--- config.mk ---
export PLATFORM = sky130hd
export DESIGN_NAME = one_shot_timer_list_unit
export DESIGN_NICKNAME = d
export VERILOG_FILES = /design/src/rtl/core/otsl_pkg.sv /design/src/rtl/core/otsl_cell.sv /design/src/rtl/core/one_shot_timer_list_unit.sv
export SDC_FILE = /design/constraint.sdc
export NUM_CORES = 2
export LEC_CHECK = 0
export ABC_AREA = 1
export BUFFER_PORTS_ARGS = -buffer_cell sky130_fd_sc_hd__buf_2
export CORE_MARGIN = 1
export CORE_UTILIZATION = 27
export DETAILED_ROUTE_END_ITERATION = 10
export GPL_ROUTABILITY_DRIVEN = 1
export PLACE_DENSITY = 0.52
export RECOVER_POWER = 25
export SLEW_MARGIN = 20
export SYNTH_ARGS = -nofsm -noshare
export SYNTH_HDL_FRONTEND = slang
export SYNTH_HIERARCHICAL = 1
export SYNTH_SLANG_ARGS = --single-unit
--- constraint.sdc ---
create_clock -name clock -period 15.9 [get_ports clock]
set_clock_uncertainty 0.2 [all_clocks]
set_input_delay 1.59 -clock clock [delete_from_list [all_inputs] [get_ports clock]]
set_output_delay 1.59 -clock clock [all_outputs]
set_load 0.01 [all_outputs]
--- src/rtl/core/otsl_pkg.sv ---
// Shared types and constants for the one-shot timer list unit.
// Depends on nothing; every module of the unit imports it.
`default_nettype none

package otsl_pkg;

   // Default number of timer slots in the cell chain.
   localparam int NUM_SLOTS_DEFAULT = 16;

   // Request codes.
   localparam logic REQ_REGISTER = 1'b0;
   localparam logic REQ_ELAPSED  = 1'b1;

   // Result kinds.
   localparam logic [1:0] KIND_REGISTERED = 2'd0;
   localparam logic [1:0] KIND_REJECTED   = 2'd1;
   localparam logic [1:0] KIND_EXPIRED    = 2'd2;
   localparam logic [1:0] KIND_SUMMARY    = 2'd3;

   // Input transaction payload.
   typedef struct packed {
      logic        req_type;
      logic [15:0] timer_tag;
      logic [31:0] delay_us;
      logic [31:0] elapsed_us;
   } req_payload_type;

   // Result transaction payload.
   typedef struct packed {
      logic [1:0]  kind;
      logic [15:0] fired_tag;
      logic [31:0] next_left_us;
      logic        any_pending;
      logic        last;
   } rsp_payload_type;

   // One timer held by a cell.
   typedef struct packed {
      logic [15:0] tag;
      logic [31:0] remaining;
   } entry_type;

   // Control broadcast from the sequencer to every cell.
   typedef struct packed {
      logic append;
      logic step;
      logic fire;
   } cell_ctl_type;

endpackage

`default_nettype wire

--- src/rtl/core/otsl_cell.sv ---
// One slot of the timer chain: a used flag and one timer entry.
// Depends on otsl_pkg for the entry and control types.
`default_nettype none

module otsl_cell (
   input  wire                    clock,
   input  wire                    reset,
   input  otsl_pkg::cell_ctl_type ctl,
   input  otsl_pkg::entry_type    new_entry,
   input  otsl_pkg::entry_type    survivor,
   input  wire                    prev_used,
   input  wire                    next_used,
   input  otsl_pkg::entry_type    next_entry,
   output logic                   used,
   output otsl_pkg::entry_type    entry
);
   import otsl_pkg::*;

   logic      used_ff;
   logic      used_in;
   entry_type entry_ff;
   entry_type entry_in;

   // Append fills the first free cell; a step shifts the chain toward the head,
   // and the last used cell takes back the surviving head entry.
   always_comb begin
      used_in  = used_ff;
      entry_in = entry_ff;
      if (ctl.append && !used_ff && prev_used) begin
         used_in  = 1'b1;
         entry_in = new_entry;
      end else if (ctl.step) begin
         entry_in = next_entry;
         if (ctl.fire) begin
            used_in = next_used;
         end else if (used_ff && !next_used) begin
            entry_in = survivor;
         end
      end
   end

   // Only the used flag is control state.
   always_ff @(posedge clock) begin
      if (reset) begin
         used_ff <= 1'b0;
      end else begin
         used_ff <= used_in;
      end
   end

   always_ff @(posedge clock) begin
      entry_ff <= entry_in;
   end

   assign used  = used_ff;
   assign entry = entry_ff;

endmodule

`default_nettype wire

--- src/rtl/core/one_shot_timer_list_unit.sv ---
// One-shot timer list: a chain of NUM_SLOTS cells in arrival order.
// Register transaction: its one result is in the output register the cycle after acceptance.
// Elapsed transaction: while the output is not stalled, the chain passes one entry by the head
// cell per cycle and expirations leave one per cycle; the summary follows once all have passed.
// Throughput without output stalls: one register transaction per cycle; no new transaction is
// accepted until an elapsed pass has issued its summary. Reset (synchronous) empties every slot.
`default_nettype none

module one_shot_timer_list_unit #(
   parameter int NUM_SLOTS = otsl_pkg::NUM_SLOTS_DEFAULT
) (
   input  wire                       clock,
   input  wire                       reset,
   input  wire                       req_valid,
   output logic                      req_stall,
   input  otsl_pkg::req_payload_type req_payload,
   output logic                      rsp_valid,
   input  wire                       rsp_stall,
   output otsl_pkg::rsp_payload_type rsp_payload
);
   import otsl_pkg::*;

   localparam int CNT_W = $clog2(NUM_SLOTS + 1);

   localparam logic ST_IDLE = 1'b0;
   localparam logic ST_RUN  = 1'b1;

   logic             state_ff;
   logic             state_in;
   logic [CNT_W-1:0] count_ff;
   logic [CNT_W-1:0] count_in;
   logic [CNT_W-1:0] steps_ff;
   logic [CNT_W-1:0] steps_in;
   logic [31:0]      elapsed_ff;
   logic [31:0]      elapsed_in;
   logic [31:0]      min_ff;
   logic [31:0]      min_in;
   logic             first_ff;
   logic             first_in;
   logic             rsp_valid_ff;
   logic             rsp_valid_in;
   rsp_payload_type  rsp_data_ff;
   rsp_payload_type  rsp_data_in;

   logic             used_vec [NUM_SLOTS];
   entry_type        entry_vec [NUM_SLOTS];
   cell_ctl_type     ctl;
   entry_type        new_entry;
   entry_type        survivor;
   entry_type        head;
   logic             out_free;
   logic             req_accept;
   logic             is_register;
   logic             full;
   logic             step;
   logic             summary;
   logic             fire;
   logic [31:0]      reg_min;

   assign head        = entry_vec[0];
   assign full        = used_vec[NUM_SLOTS-1];
   assign out_free    = !rsp_valid_ff || !rsp_stall;
   assign req_stall   = (state_ff != ST_IDLE) || !out_free;
   assign req_accept  = req_valid && !req_stall;
   assign is_register = (req_payload.req_type == REQ_REGISTER);
   assign step        = (state_ff == ST_RUN) && out_free && (steps_ff != '0);
   assign summary     = (state_ff == ST_RUN) && out_free && (steps_ff == '0);
   assign fire        = elapsed_ff > head.remaining;

   assign new_entry.tag       = req_payload.timer_tag;
   assign new_entry.remaining = req_payload.delay_us;
   assign survivor.tag        = head.tag;
   assign survivor.remaining  = head.remaining - elapsed_ff;

   assign ctl.append = req_accept && is_register && !full;
   assign ctl.step   = step;
   assign ctl.fire   = fire;

   // Smallest remaining time once a register transaction is applied.
   always_comb begin
      reg_min = min_ff;
      if (!full) begin
         if (count_ff == '0 || req_payload.delay_us < min_ff) begin
            reg_min = req_payload.delay_us;
         end
      end
   end

   // Row of cells; each one shifts toward the head during an elapsed pass.
   for (genvar i = 0; i < NUM_SLOTS; i++) begin : g_cell
      logic      prev_used;
      logic      next_used;
      entry_type next_entry;
      if (i == 0) begin : g_head
         assign prev_used = 1'b1;
      end else begin : g_body
         assign prev_used = used_vec[i-1];
      end
      if (i == NUM_SLOTS - 1) begin : g_tail
         assign next_used  = 1'b0;
         assign next_entry = survivor;
      end else begin : g_inner
         assign next_used  = used_vec[i+1];
         assign next_entry = entry_vec[i+1];
      end
      otsl_cell u_cell (
         .clock      (clock),
         .reset      (reset),
         .ctl        (ctl),
         .new_entry  (new_entry),
         .survivor   (survivor),
         .prev_used  (prev_used),
         .next_used  (next_used),
         .next_entry (next_entry),
         .used       (used_vec[i]),
         .entry      (entry_vec[i])
      );
   end

   // Sequencer, pending count and running minimum.
   always_comb begin
      state_in   = state_ff;
      count_in   = count_ff;
      steps_in   = steps_ff;
      elapsed_in = elapsed_ff;
      min_in     = min_ff;
      first_in   = first_ff;
      if (req_accept) begin
         if (is_register) begin
            min_in = reg_min;
            if (!full) begin
               count_in = count_ff + 1'b1;
            end
         end else begin
            state_in   = ST_RUN;
            steps_in   = count_ff;
            elapsed_in = req_payload.elapsed_us;
            first_in   = 1'b1;
         end
      end
      if (step) begin
         steps_in = steps_ff - 1'b1;
         if (fire) begin
            count_in = count_ff - 1'b1;
         end else begin
            first_in = 1'b0;
            if (first_ff || survivor.remaining < min_ff) begin
               min_in = survivor.remaining;
            end
         end
      end
      if (summary) begin
         state_in = ST_IDLE;
      end
   end

   // Output register with the results of each transaction.
   always_comb begin
      rsp_valid_in = rsp_valid_ff && rsp_stall;
      rsp_data_in  = rsp_data_ff;
      if (req_accept && is_register) begin
         rsp_valid_in             = 1'b1;
         rsp_data_in.kind         = full ? KIND_REJECTED : KIND_REGISTERED;
         rsp_data_in.fired_tag    = '0;
         rsp_data_in.next_left_us = reg_min;
         rsp_data_in.any_pending  = 1'b1;
         rsp_data_in.last         = 1'b1;
      end else if (step && fire) begin
         rsp_valid_in             = 1'b1;
         rsp_data_in.kind         = KIND_EXPIRED;
         rsp_data_in.fired_tag    = head.tag;
         rsp_data_in.next_left_us = '0;
         rsp_data_in.any_pending  = 1'b0;
         rsp_data_in.last         = 1'b0;
      end else if (summary) begin
         rsp_valid_in             = 1'b1;
         rsp_data_in.kind         = KIND_SUMMARY;
         rsp_data_in.fired_tag    = '0;
         rsp_data_in.next_left_us = (count_ff != '0) ? min_ff : '0;
         rsp_data_in.any_pending  = (count_ff != '0);
         rsp_data_in.last         = 1'b1;
      end
   end

   always_ff @(posedge clock) begin
      if (reset) begin
         state_ff     <= ST_IDLE;
         count_ff     <= '0;
         steps_ff     <= '0;
         first_ff     <= 1'b0;
         rsp_valid_ff <= 1'b0;
      end else begin
         state_ff     <= state_in;
         count_ff     <= count_in;
         steps_ff     <= steps_in;
         first_ff     <= first_in;
         rsp_valid_ff <= rsp_valid_in;
      end
   end

   always_ff @(posedge clock) begin
      elapsed_ff  <= elapsed_in;
      min_ff      <= min_in;
      rsp_data_ff <= rsp_data_in;
   end

   assign rsp_valid   = rsp_valid_ff;
   assign rsp_payload = rsp_data_ff;

endmodule

`default_nettype wire
-- After elaboration in Yosys (flattened, before gate mapping)
Index checks and enable logic that the tools add are counted.
- register bits: 913
- input port bits: 85
- output and inout port bits: 54
- word-level logic and storage cells: 344
- add/subtract/negate cells: 4
- $lt $le $gt $ge: 3
- eq/ne operators: 1
- mux-type cells: 137
- bitwise gates (word level): 1
- reductions and logical operators: 138
- operator list (kind ; number):
    two-way mux 48 bit ; 62
    two-way mux 32 bit ; 8
    two-way mux 52 bit ; 3
    nonzero test 2 bit ; 35
    < comparator 32 bit ; 2
    two-way mux 1 bit ; 56
    logical AND 1 bit ; 54
    two-way mux 5 bit ; 8
    AND reduction 2 bit ; 19
    greater-than comparator 32 bit ; 1
    subtractor 32 bit ; 1
    zero test 1 bit ; 20
    zero test 5 bit ; 2
    nonzero test 5 bit ; 2
    subtractor 5 x 1 -> 5 bit, second input constant ; 2
    adder 5 x 1 -> 5 bit, second input constant ; 1
    logical OR 1 bit ; 4
    != test 3 x 2 -> 1 bit, second input constant ; 1
    nonzero test 3 bit ; 1
    OR reduction 2 bit ; 1
    NOT 1 bit ; 1

-- Depth between registers and ports, before layout
- depth in word-level cells: 12
- depth in mapped cells: 28
- mapped depth without buffers: 27

-- By module
The synthesis kept the hierarchy.
- by module, submodules not included (module ; instances ; cells each ; area each (um^2) ; seq. area each (um^2)):
    otsl_cell ; 16 ; 424 ; 3093.0 ; 1461.4
    one_shot_timer_list_unit ; 1 ; 1236 ; 9077.5 ; 3243.1

-- Worst setup path after synthesis
No wires, ideal clock.
- kind: in2reg
- from: in rsp_stall
- to: reg g_cell[0].u_cell.entry_ff (netlist bit g_cell[0].u_cell/entry[0]) (enable)
- library setup time: 0.408 ns
- arrival: 5.539 ns
- required time: 15.292 ns
- setup slack: 9.753 ns
- stages: 9
- buffers on the path: 1
- path through: nand2_1 -> nand3_1 -> nor2_2 -> inv_2 -> nor2_1 -> nand3_4 -> inv_2 -> buf_4 -> or2_1
- RTL lines (item ; line ; source):
    start: declaration ; one_shot_timer_list_unit.sv:18 ; input wire rsp_stall,
    end signal: assignment ; otsl_cell.sv:52 ; entry_ff <= entry_in;
    end: declaration ; otsl_cell.sv:21 ; entry_type entry_ff;

==> summary by stage <==
Status
The flow ran to the end, but the final reports show violations. The checks that failed: max-capacitance violations, max-slew violations.

Power
Per report_power, the sequential group accounts for about 41% of the total. The internal portion of the total power is about 0.0046 W. Net switching is between 30% and 40% of the power. IR analysis of the VDD net gives a maximum drop of 0.0000858 V. Dividing total power by cell area gives a power density of 106 nW/µm². The combinational group share of total power is between 20% and 30%. For this design the static power due to leakage is 32.5 nW. In this run the power spent charging and discharging nets is 0.00226 W.

The clock network power share is approximately 38%.

Clocking
The clock-pin slew reported for the worst setup and hold paths after clock tree synthesis is around 0.060 ns. The clock latency on the worst-skew pair is slightly below 0.8 ns. The CTS H-tree depth is 3. Counting along the longest clock path gives a buffer depth of 3.

The TritonCTS clock tree is yes. The number of sinks driven by the clock tree is 913. Gates resized during post-CTS repair numbered 0. Buffers inserted during clock tree synthesis total 106. The post-cts hold buffer count is 0. The tree is rooted in a sky130_fd_sc_hd__clkbuf_16. The post-CTS setup buffer count is 0.

STA
The worst path uses 65.6% of the clock period. Adding up every negative setup slack in the final design gives 0 ns. Setup violations remaining at the end of the flow were counted as 0. The post-layout minimum cycle time is 10.44 ns. The highest clock rate is 95.8 MHz.

The number of hold-slack violations in the final timing report is 0. The worst pin sits at a relative slew slack of -149%. Setup slack closes at approximately 5.5 ns. The slew at the pin with the worst max-slew slack is 3.74 ns. The number of pins with negative max-slew slack in the final report came to 770. Setup repair after global routing left no endpoint under its margin.

Setup path
For the worst flop-to-flop path, the logic depth is 10. The worst setup path startpoint is rsp_stall. The cell type with the highest occurrence count on the critical path is sky130_fd_sc_hd__nand3_1. The startpoint class of the critical path is a primary input.

Traced cell by cell, the critical path runs through buf_2 -> nand2_1 -> nand3_1 -> nor2_2 -> buf_4 -> inv_1 -> nor2_1 -> clkbuf_1 -> nand3_1 -> clkinv_1 -> or2_0. By startpoint and endpoint, the worst setup path is classified as in -> reg. The standard cell with the maximum stage delay on the critical path is sky130_fd_sc_hd__or2_0.

At the worst endpoint, the arrival time is 10.51 ns. For this run, the slowest stage of the critical path takes approximately 2.7 ns. Broken down by cell family, the worst path's largest delay share belongs to simple AND/OR/NAND/NOR gates. The worst register-to-register path has a setup slack of around 6.1 ns. The buffering stage count on the worst path with inverters included is 5. The endpoint of the lowest-slack register-to-register path is g_cell[7].u_cell/entry[37]. The timing endpoint of the critical path is g_cell[7].u_cell/entry[37].

The worst setup path is captured at a flop. In this run the critical register-to-register path is launched from rsp_valid. The top fanout value on the critical path is 50. The critical path crosses 11 cells after its start point. Data on the critical path is required at its endpoint by 15.97 ns.

Floorplanning
The die area is around 220000 µm². Once the floorplan was initialized, standard cells occupied a little over a quarter of the core. The die is roughly 470 µm wide. The number of placement rows is between 150 and 200. The placeable core region is between 200000 and 250000 µm². During I/O placement, the number of pins put on the boundary was about 140. Measured along the y axis, the die boundary spans ~470 µm.

Detailed routing
Wires add up to 241000 µm. The vias per cell is a little under 5. Detailed routing inserted a total of 52600 vias.

The number of remaining DRC errors is 0. After detailed routing, the average wire length per cell comes to around 22 µm. The number of optimization iterations in the first detailed-route pass is 6. The violation count after the first detailed-route iteration is around 6200. The count of nets left with antenna violations once routing finished came out at 0.

Yosys
The number of synthesized flops with an enable pin is between 800 and 900. The proportion of register bits with asynchronous set or reset after synthesis is 0%. The synthesis-stage register bit count is slightly above 900. After synthesis the cells add up to between 50000 and 60000 µm². The cell count after synthesis is 8020. The number of warnings printed during yosys synthesis is 6. The mean instance size in the synthesized netlist is around 7.3 µm². After synthesis, flip-flops and latches occupy a little under half of the total area.

The top flip-flop cell by instance count after synthesis is sky130_fd_sc_hd__edfxtp_1. The count of unique library cells instantiated by Yosys is 55.

Placement
OpenSTA, run right after detailed placement, puts the worst setup slack at 9.02 ns. The post-DP HPWL is approximately 150000 µm. The count of buffers inserted at the top-level ports is 138.

The final weighted congestion in routability-driven placement is around 0.9.

Global routing
Summed over all layers, the global routing overflow is 0. The initial antenna violation count is 18. The first global-routing pass estimated approximately 340000 µm of wire. The via count of the first global-routing pass is 47600. Entering global routing, the biggest net connects 51 pins. In the global route stage, overall resource usage came out at 21.4%.

Flow run
The count of maximum capacitance violations is 18.

Layout
Cells with a size suffix above 1 make up just over 6% of the layout. The area added between synthesis and finish is 10.3%. For this run, the share of the core covered by cells in the final layout is between 30 and 40%. The final-stage net count is approximately 8100.

Hold path
The worst hold path belongs to the class reg -> reg.
[flip-flops by register name, indices dropped and copies added (netlist names)]
| signal | count |
|---|---|
| min_ff | 32 |
| steps_ff | 5 |
| g_cell.u_cell/used | 16 |
| rsp_valid | 1 |
| count_ff | 5 |
| rsp_payload | 52 |
| g_cell.u_cell/entry | 768 |
| state_ff | 1 |
| first_ff | 1 |
| elapsed_ff | 32 |
[placed cells by master (no fill, tap or decap), drive strengths merged, types with 71 or more instances in the layout]
cell	count
a21oi	71
buf	168
clkbuf	209
dfxtp	79
edfxtp	834
ha	98
inv	1795
nand2	2714
nand3	1709
nor2	101
[worst min path at each step]
stage	cells after the start	to	start
2_1_floorplan	2	steps_ff[4]	steps_ff[4]
3_3_place_gp	2	rsp_payload[0]	rsp_payload[0]
3_5_place_dp	2	rsp_payload[0]	rsp_payload[0]
4_1_cts	2	rsp_payload[0]	rsp_payload[0]
5_1_grt	2	rsp_payload[0]	rsp_payload[0]
6_report	2	rsp_payload[0]	rsp_payload[0]
[worst min-delay path, stage by stage (launching register included)]
cell	delay, ns
sky130_fd_sc_hd__dfxtp_1	0.31
sky130_fd_sc_hd__nand2_1	0.06
sky130_fd_sc_hd__nand2_1	0.04
[power groups by stage]
stage	Combinational (W)	Sequential (W)	Clock [W]
final	0.00145	0.00281	0.00259
after detailed placement	0.00141	0.00286	0
after floorplan	0.000752	0.00286	0
after global routing	0.00154	0.00282	0.00270
after CTS	0.00142	0.00281	0.00263
after global placement	0.00139	0.00286	0
[area by class of cell]
cell class                 count  area, µm²
fill                       23200     150000
sequential                   913      26600
multi-input combinational   4879      22600
inverter                    1795       6740
tap                         2838       3550
clock buffer                 138       2940
timing repair buffer         239       1440
clock inverter                63        707
antenna                        4       10.0
[metal layers]
| metal | GRT usage, % | vias up | share of wire [%] |
|---|---|---|---|
| met1 | 28.7 | 24700 | 42 |
| met5 | 0.285 | - | 0.057 |
| met4 | 10.4 | 12 | 5.5 |
| met2 | 31.7 | 2622 | 42 |
| li1 | - | 24700 | - |
| met3 | 5.54 | 546 | 11 |
[cell usage after synthesis (4+ instances only)]
cell type / number / share of area [%]
sky130_fd_sc_hd__edfxtp_1: 834 / 43
sky130_fd_sc_hd__nand3_1: 1676 / 14
sky130_fd_sc_hd__nand3_4: 16 / 0.48
sky130_fd_sc_hd__clkbuf_1: 49 / 0.31
sky130_fd_sc_hd__a21oi_1: 69 / 0.59
sky130_fd_sc_hd__nor2_1: 82 / 0.53
sky130_fd_sc_hd__inv_2: 59 / 0.38
sky130_fd_sc_hd__inv_1: 1736 / 11
sky130_fd_sc_hd__xor2_1: 13 / 0.19
sky130_fd_sc_hd__buf_6: 82 / 1.6
sky130_fd_sc_hd__o21bai_1: 21 / 0.27
sky130_fd_sc_hd__o21ai_0: 24 / 0.21
sky130_fd_sc_hd__buf_2: 234 / 2.0
sky130_fd_sc_hd__nor3_1: 7 / 0.060
sky130_fd_sc_hd__nand2_1: 2712 / 17
sky130_fd_sc_hd__ha_1: 98 / 2.1
sky130_fd_sc_hd__o21a_1: 4 / 0.051
sky130_fd_sc_hd__nand3_2: 17 / 0.29
sky130_fd_sc_hd__o211ai_1: 5 / 0.064
sky130_fd_sc_hd__a31oi_1: 5 / 0.053
sky130_fd_sc_hd__xnor2_1: 9 / 0.13
sky130_fd_sc_hd__o21ai_1: 37 / 0.32
sky130_fd_sc_hd__buf_4: 69 / 0.88
sky130_fd_sc_hd__nand4_1: 7 / 0.075
sky130_fd_sc_hd__dfxtp_1: 79 / 2.7
sky130_fd_sc_hd__or2_1: 16 / 0.17
sky130_fd_sc_hd__a21boi_0: 4 / 0.051
sky130_fd_sc_hd__nor2_4: 16 / 0.31
[kinds of logic after synthesis]
kind of cell,after synthesis,synth area share [%]
other,2,0.0128
adder cells (fa/ha/maj),99,2.13
AO/OA/AOI/OAI,191,1.96
flip-flops,913,45.5
buffers and inverters,2229,16.3
AND/OR/NAND/NOR,4564,33.8
XOR/XNOR,22,0.329
[stage by stage]
step / total power (W) / instances / area [µm²] / hold WS (ns)
6_report: 0.00685 / 10900 / 64600 / 0.247
3_3_place_gp: 0.00425 / 10700 / 60900 / 0.227
4_1_cts: 0.00686 / 10900 / 64600 / 0.250
2_1_floorplan: 0.00361 / 8021 / 58600 / 0.244
5_1_grt: 0.00707 / 10900 / 64600 / 0.286
3_5_place_dp: 0.00427 / 10700 / 61000 / 0.236
Power figures use the tool's default switching activity.
